[src/hdl/polyphase_fractional_resampler_macros.svh]
// Assertion macros for the polyphase resampler RTL.
// Used by files that check internal invariants; expects clk and rst_n in scope.
`ifndef POLYPHASE_FRACTIONAL_RESAMPLER_MACROS_SVH
`define POLYPHASE_FRACTIONAL_RESAMPLER_MACROS_SVH

// Check a property on every clock edge outside reset.
`define RSMP_ASSERT(lbl, prop, msg) \
    lbl: assert property (@(posedge clk) disable iff (!rst_n) (prop)) else $error(msg);

// Check that a condition implies a consequence in the same cycle.
`define RSMP_ASSERT_IMPL(lbl, ante, cons, msg) \
    lbl: assert property (@(posedge clk) disable iff (!rst_n) (ante) |-> (cons)) else $error(msg);

// Check that a condition implies a consequence in the next cycle.
`define RSMP_ASSERT_NEXT(lbl, ante, cons, msg) \
    lbl: assert property (@(posedge clk) disable iff (!rst_n) (ante) |=> (cons)) else $error(msg);

`endif

[src/hdl/rsmp_fifo.sv]
// Small first-in first-out queue of generic width.
// Standalone; used between front and back and on the result side.
`default_nettype none

module rsmp_fifo #(
    parameter int unsigned Width = 8,
    parameter int unsigned Depth = 2
) (
    input  wire logic             clk,
    input  wire logic             rst_n,
    input  wire logic             push,
    output logic                  full,
    input  wire logic [Width-1:0] wdata,
    input  wire logic             pop,
    output logic                  empty,
    output logic [Width-1:0]      rdata
);

    localparam int unsigned PW = (Depth > 1) ? $clog2(Depth) : 1;

    logic [Width-1:0] mem_reg [Depth];
    logic [PW:0]      wr_ptr_reg;
    logic [PW:0]      rd_ptr_reg;
    logic             do_push;
    logic             do_pop;

    assign full    = (wr_ptr_reg[PW] != rd_ptr_reg[PW]) &&
                     (wr_ptr_reg[PW-1:0] == rd_ptr_reg[PW-1:0]);
    assign empty   = (wr_ptr_reg == rd_ptr_reg);
    assign do_push = push && !full;
    assign do_pop  = pop && !empty;
    assign rdata   = mem_reg[rd_ptr_reg[PW-1:0]];

    always_ff @(posedge clk or negedge rst_n)
    begin
        if (!rst_n)
        begin
            wr_ptr_reg <= '0;
            rd_ptr_reg <= '0;
        end
        else
        begin
            if (do_push)
                wr_ptr_reg <= wr_ptr_reg + 1'b1;
            if (do_pop)
                rd_ptr_reg <= rd_ptr_reg + 1'b1;
        end
    end

    always_ff @(posedge clk)
    begin
        if (do_push)
            mem_reg[wr_ptr_reg[PW-1:0]] <= wdata;
    end

endmodule

`default_nettype wire

[config.mk]
export PLATFORM = sky130hd
export DESIGN_NAME = rsmp_fifo
export DESIGN_NICKNAME = d
export VERILOG_FILES = /design/src/hdl/polyphase_fractional_resampler_macros.svh /design/src/hdl/rsmp_fifo.sv
export SDC_FILE = /design/constraint.sdc
export NUM_CORES = 1
export LEC_CHECK = 0
export BUFFER_PORTS_ARGS = -buffer_cell sky130_fd_sc_hd__buf_2
export CAP_MARGIN = 30
export CORE_UTILIZATION = 38
export CTS_BUF_LIST = sky130_fd_sc_hd__clkbuf_4 sky130_fd_sc_hd__clkbuf_8
export CTS_CLUSTER_DIAMETER = 150
export DETAILED_ROUTE_END_ITERATION = 6
export PLACE_DENSITY = 0.65
export SKIP_CTS_REPAIR_TIMING = 1
export SYNTH_ARGS = -nofsm -noshare
export SYNTH_HDL_FRONTEND = slang
export SYNTH_SLANG_ARGS = --single-unit
[constraint.sdc]
create_clock -name clk -period 2 [get_ports clk]
set_input_delay 0.1 -clock clk [delete_from_list [all_inputs] [get_ports clk]]
set_output_delay 0.1 -clock clk [all_outputs]
set_load 0.05 [all_outputs]
==> results.md, run 1 <==
- R2r endpoint: mem_reg[0][6]
- Vias: 502
- Num CTS Buffers: 3
- Die Y: 48.0 um
- DR WL/cell: 11.0 um
- Fin cells: 114
- Die area: 2300 um^2
- Max reg flops: 16
- Core area: 1980 um^2
- Dpl cells: 101
- Post-Route Utilization: 0.545
- Via-to-Cell Ratio: 4.40
- Drc violations: 0
- Distinct cells, synth: 14
- CP Max Fanout: 15
- Setup_tns: 0 ps
- Worst slew margin: 0.649
- Post-DP HPWL: 830 um
- Initial antenna violation count: 0
- Total Wirelength: 1260 um
- # diodes: 0
- DR iter-0 viols: 6
- Placed inst area: 953 um^2
- Worst path max stage delay: 690 ps
- Outcome: finished, final reports clean
- Worst flop-to-flop path startpoint: rd_ptr_reg[0]
- Worst EP required: 1900 ps
- Num ports: 22
- Met3 wire len: 55 um
- Clock tree from TritonCTS: yes
- Cells along the critical path: mux2_2, buf_2
- Sequential fraction of the synthesis area: 0.722
- Worst EP arrival: 1590 ps
- Fin area: 1080 um^2
- Slowest cell on crit path: dfrtp_1
- IO Port Bufs: 21
- Min-Delay Path Class: in -> async
- Clk buf depth: 2
- Startpoint Class: flip-flop
- Nets: 100
- Highest routed metal layer: met3
- RSZ-0062 raised after global routing: no
- Fmax: 591 MHz
- Area grow syn2layout: 34.2%
- Mean Syn Cell Area: 15.5 um^2
- GRT Overall Usage: 0.122
- Std cell rows: 16
- Syn. warnings: 0
- Seq. cell area: 581 um^2
- Initial Util: 0.406
- Max Cap Viol: 0
- Clock latency on the worst-skew pair: 290 ps
- Vias in the first global route: 432
- Final Max Tran Viols: 0
- Setup-failing EPs final: 0
- First-pass GRT wire length: 1780 um
- M1 WL: 623 um
- Maximum number of pins on one net before global-route repair: 16
- Final period utilization: 0.846
- Cell depth of the worst flop-to-flop path: 3
- Root Driver: clkbuf_4
- Kind of critical path: reg -> out
- RePlAce Congestion: 0.765
- Area occupied by multi-input gates: 215 um^2
- Post-route ant nets: 0
- DR pass1 iterations: 3
- #FFs+latches synth: 20
- Setup Skew: 3.77 ps
- Worst slew pin tran: 527 ps
- FF-to-FF setup slack: 560 ps
- Routed wl met2: 579 um
- Synth Net Count: 64
- Clk slew on worst S/H paths: 100 ps
- H-tree depth: 1
- Endpoint class of the critical path: primary output
- Gr ovfl total: 0
- Final Hold Viols: 0
- Fin crit period: 1690 ps
- Die Wd: 48.0 um
- Layout cells sized above 1: 0.425
- Post-synthesis instance area: 805 um^2
- Post-synthesis cell count: 52
- Clock Sinks: 20
- FILL cells: 165
-- cell usage in the layout (no fill, tap or decap), types with 3 or more instances in the layout --
master         instances
nor2_1                 5
o21ai_0                3
dfrtp_1                4
buf_2                 21
dlygate4sd3_1          9
nand2_1                4
clkbuf_4               3
edfxtp_1              16
mux2_2                 9
-- cell families after synthesis --
group / Yosys count / synth area share
and+or+nand+nor: 10 / 0.0498
AOI/OAI and AO/OA: 8 / 0.0591
xor gates and xnor gates: 3 / 0.0327
DFF: 20 / 0.722
muxes: 9 / 0.126
buffers and inverters: 2 / 0.0109
-- synthesized netlist by cell type --
library cell,number,area share
nor2_1,5,0.023
mux2_2,9,0.13
a211oi_2,1,0.016
a21oi_1,2,0.012
nand2_1,4,0.019
o21ai_1,2,0.012
o21ai_0,3,0.019
nand2b_1,1,0.0078
inv_1,1,0.0047
edfxtp_1,16,0.60
xnor2_1,1,0.011
buf_2,1,0.0062
xor2_1,2,0.022
dfrtp_1,4,0.12
-- worst max-delay path, delay by kind of cell (launching register included) --
kind | cells | cell delay (ps)
muxes | 1 | 400
buffers and inverters | 1 | 210
DFF | 1 | 690
-- area by class of cell --
cell class                 instances  share of cell area
inverter                           1             0.00348
clock buffer                       4              0.0336
sequential                        20               0.538
multi-input combinational         30               0.199
tap                               27              0.0313
timing repair buffer              32               0.195
-- stage by stage --
stage | hold slack, ps | worst slack (ps)
after global placement | -89.3 | 574
final | 121 | 307
after floorplan | -196 | 486
after detailed placement | -84.2 | 562
after CTS | -422 | 281
after global routing | 138 | 207
-- how the worst max path moves through the flow --
| stage | depth (start not counted) | slack [ps] | startpoint | to |
|---|---|---|---|---|
| after CTS | 2 | 280 | rd_ptr_reg[0] | rdata[7] |
| after floorplan | 3 | 490 | rd_ptr_reg[0] | empty |
| after global placement | 4 | 570 | wr_ptr_reg[1] | mem_reg[0][7] |
| final | 2 | 310 | rd_ptr_reg[0] | rdata[0] |
| after detailed placement | 3 | 560 | rd_ptr_reg[0] | mem_reg[0][7] |
| after global routing | 2 | 210 | rd_ptr_reg[0] | rdata[6] |
-- layer usage --
layer	vias up	track usage
li1	261	-
met1	224	0.151
met2	17	0.184
met3	0	0.0453
met4	0	0.0667
met5	-	0
Power of run 1 is left out: the tool's default activity adds up to more than one toggle a clock period on the data nets, which glitch-free logic cannot reach.
==> inputs of run 2 (changes only) <==
==> constraint.sdc (replaced) <==
create_clock -name clk -period 1.58 [get_ports clk]
set_input_delay 0.079 -clock clk [delete_from_list [all_inputs] [get_ports clk]]
set_output_delay 0.079 -clock clk [all_outputs]
set_load 0.05 [all_outputs]
==> run 2 against run 1 <==
Via count grew 4.8%. Sequential share of layout area shrank 1.3 points. Flip-flop and latch count unchanged. Critical endpoint is now rdata[1].
==> results.md, run 2 (synthesized netlist as in run 1, its figures left out) <==
- Worst EP required: 1500 ps (-400 ps)
- Worst path max stage delay: 360 ps (-330 ps)
- Worst slew pin tran: 277 ps (-249 ps)
- Initial Util: 0.406 (unchanged)
- Drc violations: 0 (unchanged)
- Outcome: finished, final reports clean
- Final hold slack: 85.7 ps (-35.6 ps)
- Nets: 101 (+1.0%)
- Cells along the critical path: buf_6, mux2_2, buf_2
- Max reg flops: 16 (unchanged)
- Layout cells sized above 1: 0.432 (+0.00653)
- Final period utilization: 0.930
- Clock latency on the worst-skew pair: 300 ps (about the same)
- Area grow syn2layout: 37.6%
- Final worst setup slack: 111 ps (-196 ps)
- Die Y: 48.0 um (unchanged)
- First-pass GRT wire length: 2010 um (+13%)
- Die Wd: 48.0 um (unchanged)
- DR pass1 iterations: 3 (unchanged)
- Pre-CTS setup slack: 184 ps (-379 ps)
- Fmax: 681 MHz
- Clock tree from TritonCTS: yes
- Commonest non-fill, non-tap cell in the layout: buf_2
- Max Cap Viol: 0 (unchanged)
- Gr ovfl total: 0 (unchanged)
- Die area: 2300 um^2 (unchanged)
- DR WL/cell: 12.2 um (+10%)
- Initial antenna violation count: 0 (unchanged)
- GRT Overall Usage: 0.134 (+0.0124)
- Kind of critical path: reg -> out
- Setup-failing EPs final: 0 (unchanged)
- Core area: 1980 um^2 (unchanged)
- Min-Delay Path Class: in -> reg
- Std cell rows: 16 (unchanged)
- Setup_tns: 0 ps (unchanged)
- Post-route ant nets: 0 (unchanged)
- DR iter-0 viols: 6 (unchanged)
- # diodes: 0 (unchanged)
- Num CTS Buffers: 3 (unchanged)
- Root Driver: clkbuf_4
- Final Max Tran Viols: 0 (unchanged)
- Post-DP HPWL: 946 um (+14%)
- Clk slew on worst S/H paths: 100 ps (about the same)
- Fin cells: 115 (+0.88%)
- Via-to-Cell Ratio: 4.57 (+3.9%)
- Dpl cells: 102 (+0.99%)
- Num ports: 22 (unchanged)
- RSZ-0062 raised after global routing: no
- Vias: 526 (+4.8%)
- Worst EP arrival: 1390 ps (-200 ps)
- FILL cells: 164 (-0.61%)
- CP Max Fanout: 15 (unchanged)
- Total Wirelength: 1400 um (+11%)
- RePlAce Congestion: 0.820 (+7.2%)
- Final Hold Viols: 0 (unchanged)
- Clock Sinks: 20 (unchanged)
- Maximum number of pins on one net before global-route repair: 16 (unchanged)
- Slowest cell on crit path: dfrtp_1
- Fin crit period: 1470 ps
- IO Port Bufs: 21 (unchanged)
- Clk buf depth: 2 (unchanged)
- Most frequent cells in the layout: 21 x buf_2, 16 x edfxtp_1, 9 x mux2_2, 9 x dlygate4sd3_1, 5 x nor2_1
- Endpoint class of the critical path: primary output
- Vias in the first global route: 483 (+12%)
- Startpoint Class: flip-flop
- H-tree depth: 1 (unchanged)
- Setup Skew: 7.27 ps (+3.50 ps)
- Worst slew margin: 0.814 (+0.165)
## run 2: changes by cell type in the layout (fill, tap and decap cells not counted), sizes merged
| cell | before | now |
|---|---|---|
| buf | 23 | 24 |
| bufinv | 0 | 1 |
| clkbuf | 4 | 3 |
## run 2: stage by stage
| stage | area, um^2 | util |
|---|---|---|
| global placement | 961 | 0.485 |
| detailed placement | 961 | 0.485 |
| global route | 1110 | 0.559 |
| floorplan | 805 | - |
| CTS | 1010 | 0.511 |
| finish | 1110 | 0.559 |
## run 2: final cells by class
class                           instances  area, um^2  share of cell area
Tap cell                               27        33.8              0.0305
Clock inverter                          1        30.0              0.0271
Multi-Input combinational cell         30         215               0.194
Sequential cell                        20         581               0.524
Clock buffer                            3        22.5              0.0203
Inverter                                1        3.75             0.00339
Timing Repair Buffer                   33         221               0.200
## run 2: critical path, delay by kind of cell, from the launching register on
family	cells	cell delay (ps)
buffers and inverters	2	390
flip-flops	1	360
multiplexers	1	350
## run 2: final timing paths
path,to,cells past startpoint,from,slack [ps]
min reg2reg,rd_ptr_reg[1],2,rd_ptr_reg[1],600
max,rdata[1],3,rd_ptr_reg[0],110
min in group asynchronous,rd_ptr_reg[1],2,rst_n,110
min,rd_ptr_reg[0],3,pop,90
max reg2reg,mem_reg[0][5],4,wr_ptr_reg[1],170
max in group asynchronous,rd_ptr_reg[0],2,rst_n,1350
## run 2: routing by layer
metal,up-vias,GRT usage,wire [um]
met5,-,0,0
met1,246,0.155,609
met4,0,0.0500,0
met3,0,0.0528,85
li1,263,-,-
met2,17,0.224,706
Power of run 2 is left out for the same reason.
