[src/hdl/polyphase_fractional_resampler_macros.svh]
// Assertion macros for the polyphase resampler RTL.
// Used by files that check internal invariants; expects clk and rst_n in scope.
`ifndef POLYPHASE_FRACTIONAL_RESAMPLER_MACROS_SVH
`define POLYPHASE_FRACTIONAL_RESAMPLER_MACROS_SVH

// Check a property on every clock edge outside reset.
`define RSMP_ASSERT(lbl, prop, msg) \
    lbl: assert property (@(posedge clk) disable iff (!rst_n) (prop)) else $error(msg);

// Check that a condition implies a consequence in the same cycle.
`define RSMP_ASSERT_IMPL(lbl, ante, cons, msg) \
    lbl: assert property (@(posedge clk) disable iff (!rst_n) (ante) |-> (cons)) else $error(msg);

// Check that a condition implies a consequence in the next cycle.
`define RSMP_ASSERT_NEXT(lbl, ante, cons, msg) \
    lbl: assert property (@(posedge clk) disable iff (!rst_n) (ante) |=> (cons)) else $error(msg);

`endif

[src/hdl/rsmp_pkg.sv]
// Shared types and constants of the polyphase resampler.
// No dependencies; imported by the top, front and back modules.
`default_nettype none

package rsmp_pkg;

    localparam int unsigned MAX_BLOCK_DEF      = 64;
    localparam int unsigned TAPS_MINUS_ONE_DEF = 7;

    // input opcodes
    localparam logic [1:0] OP_SAMPLE = 2'd0;
    localparam logic [1:0] OP_COEF   = 2'd1;
    localparam logic [1:0] OP_BASE   = 2'd2;

    // request kinds between front and back
    localparam logic [1:0] CMD_SAMPLE = 2'd0;
    localparam logic [1:0] CMD_COEF   = 2'd1;
    localparam logic [1:0] CMD_BASE   = 2'd2;

    // configuration register indexes
    localparam logic CFG_IN_LEN  = 1'b0;
    localparam logic CFG_OUT_LEN = 1'b1;

    typedef struct packed {
        logic [1:0]         opcode;
        logic signed [15:0] sample_re;
        logic signed [15:0] sample_im;
        logic [5:0]         phase_index;
        logic [2:0]         tap_index;
        logic signed [15:0] coeff_value;
        logic [5:0]         base_index;
    } in_item_t;

    typedef struct packed {
        logic signed [15:0] out_re;
        logic signed [15:0] out_im;
        logic               last_of_block;
    } out_item_t;

    typedef struct packed {
        logic [1:0]  kind;
        logic [5:0]  phase;
        logic [2:0]  tap;
        logic [31:0] data;
    } cmd_t;

endpackage

`default_nettype wire

[src/hdl/rsmp_fifo.sv]
// Small first-in first-out queue of generic width.
// Standalone; used between front and back and on the result side.
`default_nettype none

module rsmp_fifo #(
    parameter int unsigned Width = 8,
    parameter int unsigned Depth = 2
) (
    input  wire logic             clk,
    input  wire logic             rst_n,
    input  wire logic             push,
    output logic                  full,
    input  wire logic [Width-1:0] wdata,
    input  wire logic             pop,
    output logic                  empty,
    output logic [Width-1:0]      rdata
);

    localparam int unsigned PW = (Depth > 1) ? $clog2(Depth) : 1;

    logic [Width-1:0] mem_reg [Depth];
    logic [PW:0]      wr_ptr_reg;
    logic [PW:0]      rd_ptr_reg;
    logic             do_push;
    logic             do_pop;

    assign full    = (wr_ptr_reg[PW] != rd_ptr_reg[PW]) &&
                     (wr_ptr_reg[PW-1:0] == rd_ptr_reg[PW-1:0]);
    assign empty   = (wr_ptr_reg == rd_ptr_reg);
    assign do_push = push && !full;
    assign do_pop  = pop && !empty;
    assign rdata   = mem_reg[rd_ptr_reg[PW-1:0]];

    always_ff @(posedge clk or negedge rst_n)
    begin
        if (!rst_n)
        begin
            wr_ptr_reg <= '0;
            rd_ptr_reg <= '0;
        end
        else
        begin
            if (do_push)
                wr_ptr_reg <= wr_ptr_reg + 1'b1;
            if (do_pop)
                rd_ptr_reg <= rd_ptr_reg + 1'b1;
        end
    end

    always_ff @(posedge clk)
    begin
        if (do_push)
            mem_reg[wr_ptr_reg[PW-1:0]] <= wdata;
    end

endmodule

`default_nettype wire

[src/hdl/rsmp_front.sv]
// Front end: accepts input items, drops invalid ones, queues requests.
// Depends on rsmp_pkg and rsmp_fifo.
`default_nettype none

module rsmp_front #(
    parameter int unsigned MaxBlock = 64,
    parameter int unsigned Taps     = 8
) (
    input  wire logic              clk,
    input  wire logic              rst_n,
    input  wire logic              push,
    output logic                   full,
    input  wire rsmp_pkg::in_item_t in_data,
    input  wire logic              cmd_pop,
    output logic                   cmd_empty,
    output rsmp_pkg::cmd_t         cmd
);
    import rsmp_pkg::*;

    cmd_t cmd_in;
    logic keep;
    logic [$bits(cmd_t)-1:0] cmd_vec;

    always_comb
    begin
        cmd_in.kind  = CMD_SAMPLE;
        cmd_in.phase = in_data.phase_index;
        cmd_in.tap   = in_data.tap_index;
        cmd_in.data  = {in_data.sample_im, in_data.sample_re};
        keep         = 1'b0;
        case (in_data.opcode)
            OP_SAMPLE:
            begin
                keep = 1'b1;
            end
            OP_COEF:
            begin
                cmd_in.kind = CMD_COEF;
                cmd_in.data = {16'b0, in_data.coeff_value};
                keep = (32'(in_data.phase_index) < MaxBlock) &&
                       (32'(in_data.tap_index) < Taps);
            end
            OP_BASE:
            begin
                cmd_in.kind = CMD_BASE;
                cmd_in.data = {26'b0, in_data.base_index};
                keep = (32'(in_data.phase_index) < MaxBlock);
            end
            default:
            begin
                keep = 1'b0;
            end
        endcase
    end

    // drop unused opcodes and out-of-range writes at acceptance
    rsmp_fifo #(
        .Width ($bits(cmd_t)),
        .Depth (2)
    ) u_cmd_q (
        .clk   (clk),
        .rst_n (rst_n),
        .push  (push && keep),
        .full  (full),
        .wdata (cmd_in),
        .pop   (cmd_pop),
        .empty (cmd_empty),
        .rdata (cmd_vec)
    );

    assign cmd = cmd_t'(cmd_vec);

endmodule

`default_nettype wire

[config.mk]
export PLATFORM = sky130hd
export DESIGN_NAME = rsmp_front
export DESIGN_NICKNAME = d
export VERILOG_FILES = /design/src/hdl/polyphase_fractional_resampler_macros.svh /design/src/hdl/rsmp_pkg.sv /design/src/hdl/rsmp_fifo.sv /design/src/hdl/rsmp_front.sv
export SDC_FILE = /design/constraint.sdc
export NUM_CORES = 1
export LEC_CHECK = 0
export BUFFER_PORTS_ARGS = -buffer_cell sky130_fd_sc_hd__buf_2
export CAP_MARGIN = 30
export CELL_PAD_IN_SITES_DETAIL_PLACEMENT = 1
export CELL_PAD_IN_SITES_GLOBAL_PLACEMENT = 1
export CORE_ASPECT_RATIO = 0.8
export CORE_UTILIZATION = 42
export DETAILED_ROUTE_END_ITERATION = 8
export GPL_ROUTABILITY_DRIVEN = 0
export GPL_TIMING_DRIVEN = 0
export PLACE_DENSITY_LB_ADDON = 0.1
export SETUP_SLACK_MARGIN = 0.1
export SLEW_MARGIN = 30
export SYNTH_ARGS = -nofsm -noshare
export SYNTH_HDL_FRONTEND = slang
export SYNTH_HIERARCHICAL = 1
export SYNTH_SLANG_ARGS = --single-unit
[constraint.sdc]
create_clock -name clk -period 5.7 [get_ports clk]
set_input_delay 1.425 -clock clk [delete_from_list [all_inputs] [get_ports clk]]
set_output_delay 1.425 -clock clk [all_outputs]
set_load 0.02 [all_outputs]
==> impl_metrics.py <==
metrics = {
    "status": {
        "status": "finished, final reports clean",
    },
    "synthesis": {
        "synthSimpleGateAreaFrac_pct": 4.73,
        "synthAdderAreaFrac_pct": 1.65,
        "async_reset_ff_share_pct": 4.44,
        "syn_avg_cell_area_um2": 17.2,
        "synth-edff-count": 86,
        "synthDistinctLibCells": 30,
        "synth_compound_area_share_pct": 5.95,
        "synthFlopType": "edfxtp_1",
        "synth_xor_area_share_pct": 0.893,
        "muxShareOfSynthArea_pct": 13.5,
        "synth_seq_area_share_pct": 70.9,
        "synth_cells": 220,
        "syn-num-nets": 294,
        "synth_top_family_by_area": "multiplexers",
        "netlist_area_mm2": 0.00378,
        "yosys_warnings": 6,
        "ys_ff_latch": 90,
    },
    "finish": {
        "seqCellArea_mm2": 0.00268,
        "final_area_mm2": 0.00480,
        "nets": 426,
        "multi_input_area_mm2": 0.00103,
        "area_delta_synth_final_pct": 26.9,
        "final_cell_mix": "118 x buf_2, 86 x edfxtp_1, 43 x mux2_2",
        "largest_reg_flops": 86,
        "layout.cells.non_filler": 469,
        "diodes": 0,
        "final_common_cell": "buf_2",
        "drive_gt1_share_pct": 57.4,
        "nFillCells": 865,
    },
    "critical_path": {
        "crit_cells": 4,
        "slowest_delay_ns": 0.38,
        "critPathLaunchType": "flop",
        "path_common_cell": "buf_2",
        "slowest_stage": "mux2_2",
        "critPathMaxFanout": 10,
        "setup.worst_path.start": "u_cmd_q/rd_ptr_reg[0]",
        "crit_chain": "buf_2 -> buf_2 -> mux2_2 -> buf_2",
        "r2r_setup_slack_ns": 3.69,
        "crit_end": "cmd[10]",
        "r2r_cells": 6,
        "crit_type": "flop to output pin",
        "r2r_start": "u_cmd_q/rd_ptr_reg[1]",
        "critPathBufInv": 3,
        "arrival_ns": 1.67,
        "cp-end-kind": "output pin",
        "required_ns": 4.28,
        "critical_path.top_delay_family": "buffers and inverters",
        "timing.rr.end": "u_cmd_q/mem_reg[0][9]",
    },
    "sta": {
        "slew_headroom_pct": 71.5,
        "rsz0062_at_grt": "false",
        "min_period_ns": 3.09,
        "finClkSkew_ns": 0.0102,
        "finalMaxSlewViolations": 0,
        "finalCritPeriodShare_pct": 54.3,
        "worst_pin_slew_ns": 0.426,
        "fin_tns_setup_ns": 0,
        "timing.hold.ws_ns": 0.657,
        "setup_viol": 0,
        "layout_setup_ws_ns": 2.61,
        "fmax_mhz": 323,
        "hold_viol": 0,
    },
    "clock_network": {
        "insertion_delay_ns": 0.35,
        "htreeDepth": 3,
        "numCtsBuffers": 9,
        "clock-sinks": 90,
        "cts_tree": "yes",
        "cts_buffer_depth": 2,
        "ctsResizeCount": 0,
        "postCtsSetupRepairBufs": 0,
        "hold_buffers": 0,
        "ctsRootBufferMaster": "clkbuf_8",
        "path_clk_slew_ns": 0.09,
    },
    "min_path": {
        "hp-class": "flop to flop",
    },
    "route": {
        "dr_wl_met2_um": 4120,
        "dr_wl_met3_um": 439,
        "route.detailed.drc": 0,
        "drt-total-wl_um": 7990,
        "routed.top_layer": "met4",
        "via_count": 2339,
        "detail-route-antenna-nets": 0,
        "drt_first_pass_iters": 4,
        "viasPerCell": 4.99,
        "drtIter0Drc": 41,
        "wl_met1_um": 3270,
        "wire_per_inst_um": 17.0,
    },
    "placed_design": {
        "hpwlAfterDp_um": 6000,
        "pre_cts_ws_ns": 2.29,
        "io_buffers": 113,
        "place_area_mm2": 0.00461,
        "dp_cells": 453,
    },
    "floorplan": {
        "start_util_pct": 44.0,
        "dieArea_mm2": 0.00940,
        "die_w_um": 108,
        "fp.dieH_um": 86.9,
        "io_pins": 114,
        "rows": 30,
        "fp.coreArea_mm2": 0.00860,
    },
    "power_and_ir_drop": {
        "peakVddDrop_mv": 0.209,
        "leakage_nw": 1.91,
        "powerDensity_mw_per_mm2": 474,
    },
    "grt": {
        "track_usage_pct": 18.6,
        "grt_pass1_wl_um": 12800,
        "grt_max_degree": 19,
        "overflow": 0,
        "grt_pass1_vias": 2487,
        "antenna_found_initial": 0,
    },
    "flow_run": {
        "max_cap_violations": 0,
    },
}
[where the power goes]
| part | switching, W | leakage (nW) | internal, W |
|---|---|---|---|
| sequential | 0.0000404 | 0.849 | 0.000895 |
| combinational | 0.000542 | 0.959 | 0.000380 |
| clock | 0.000218 | 0.0970 | 0.000202 |
| total | 0.000801 | 1.91 | 0.00148 |
[cells in the mapped netlist, types with 2 or more instances]
library cell | number | area [um2]
nor2_1 | 4 | 15.0
edfxtp_1 | 86 | 2580
and2_1 | 16 | 100
nand2_1 | 8 | 30.0
buf_2 | 5 | 25.0
o21ai_0 | 6 | 30.0
mux2_2 | 43 | 484
inv_1 | 2 | 7.51
a22o_2 | 8 | 80.1
o21ai_1 | 2 | 10.0
a22oi_1 | 6 | 45.0
a22o_1 | 2 | 17.5
dfrtp_1 | 4 | 100
buf_4 | 3 | 22.5
a21oi_1 | 4 | 20.0
ha_1 | 5 | 62.6
buf_6 | 3 | 33.8
[how the worst min path moves through the flow]
stage               cells after the start  slack [ns]                     to                  start
floorplan                               2        0.58  u_cmd_q/wr_ptr_reg[1]  u_cmd_q/wr_ptr_reg[1]
global placement                        2        0.61  u_cmd_q/wr_ptr_reg[1]  u_cmd_q/wr_ptr_reg[1]
detailed placement                      2        0.65  u_cmd_q/wr_ptr_reg[1]  u_cmd_q/wr_ptr_reg[1]
CTS                                     2        0.66  u_cmd_q/wr_ptr_reg[1]  u_cmd_q/wr_ptr_reg[1]
global route                            2        0.68  u_cmd_q/wr_ptr_reg[1]  u_cmd_q/wr_ptr_reg[1]
finish                                  2        0.66  u_cmd_q/wr_ptr_reg[1]  u_cmd_q/wr_ptr_reg[1]
[worst register-to-register path, stage by stage, from the launching register on]
cell and delay [ns]:
dfrtp_1 0.46, xnor2_1 0.28, nor2_1 0.12, nor3b_2 0.27
buf_4 0.24, buf_6 0.16, buf_4 0.19
[kinds of logic (layout without fill, tap and decap cells)]
family | after synthesis | after routing
simple gates | 32 | 32
fa+ha+maj | 5 | 5
buf+inv | 14 | 151
mux | 45 | 45
compound gates | 31 | 31
xor+xnor | 3 | 3
flops | 90 | 90
[cell type report]
| type | instances | area share (%) |
|---|---|---|
| Sequential cell | 90 | 55.8 |
| Multi-Input combinational cell | 116 | 21.4 |
| Timing Repair Buffer | 121 | 13.9 |
| Tap cell | 112 | 2.92 |
| Clock buffer | 9 | 2.58 |
| Buffer | 12 | 1.77 |
| Clock inverter | 7 | 1.43 |
| Inverter | 2 | 0.156 |
[metal layers]
| layer | global-route usage [%] | up-vias |
|---|---|---|
| li1 | - | 1103 |
| met1 | 21.9 | 1145 |
| met2 | 32.8 | 76 |
| met3 | 5.09 | 15 |
| met4 | 6.48 | 0 |
| met5 | 0 | - |
[per-stage QoR]
stage          utilization [%]  power (W)
2_1_floorplan                -    0.00156
3_3_place_gp              52.2    0.00182
3_5_place_dp              53.6    0.00189
4_1_cts                   55.9    0.00231
5_1_grt                   55.9    0.00241
6_report                  55.9    0.00228
(Power assumes the default switching activity.)
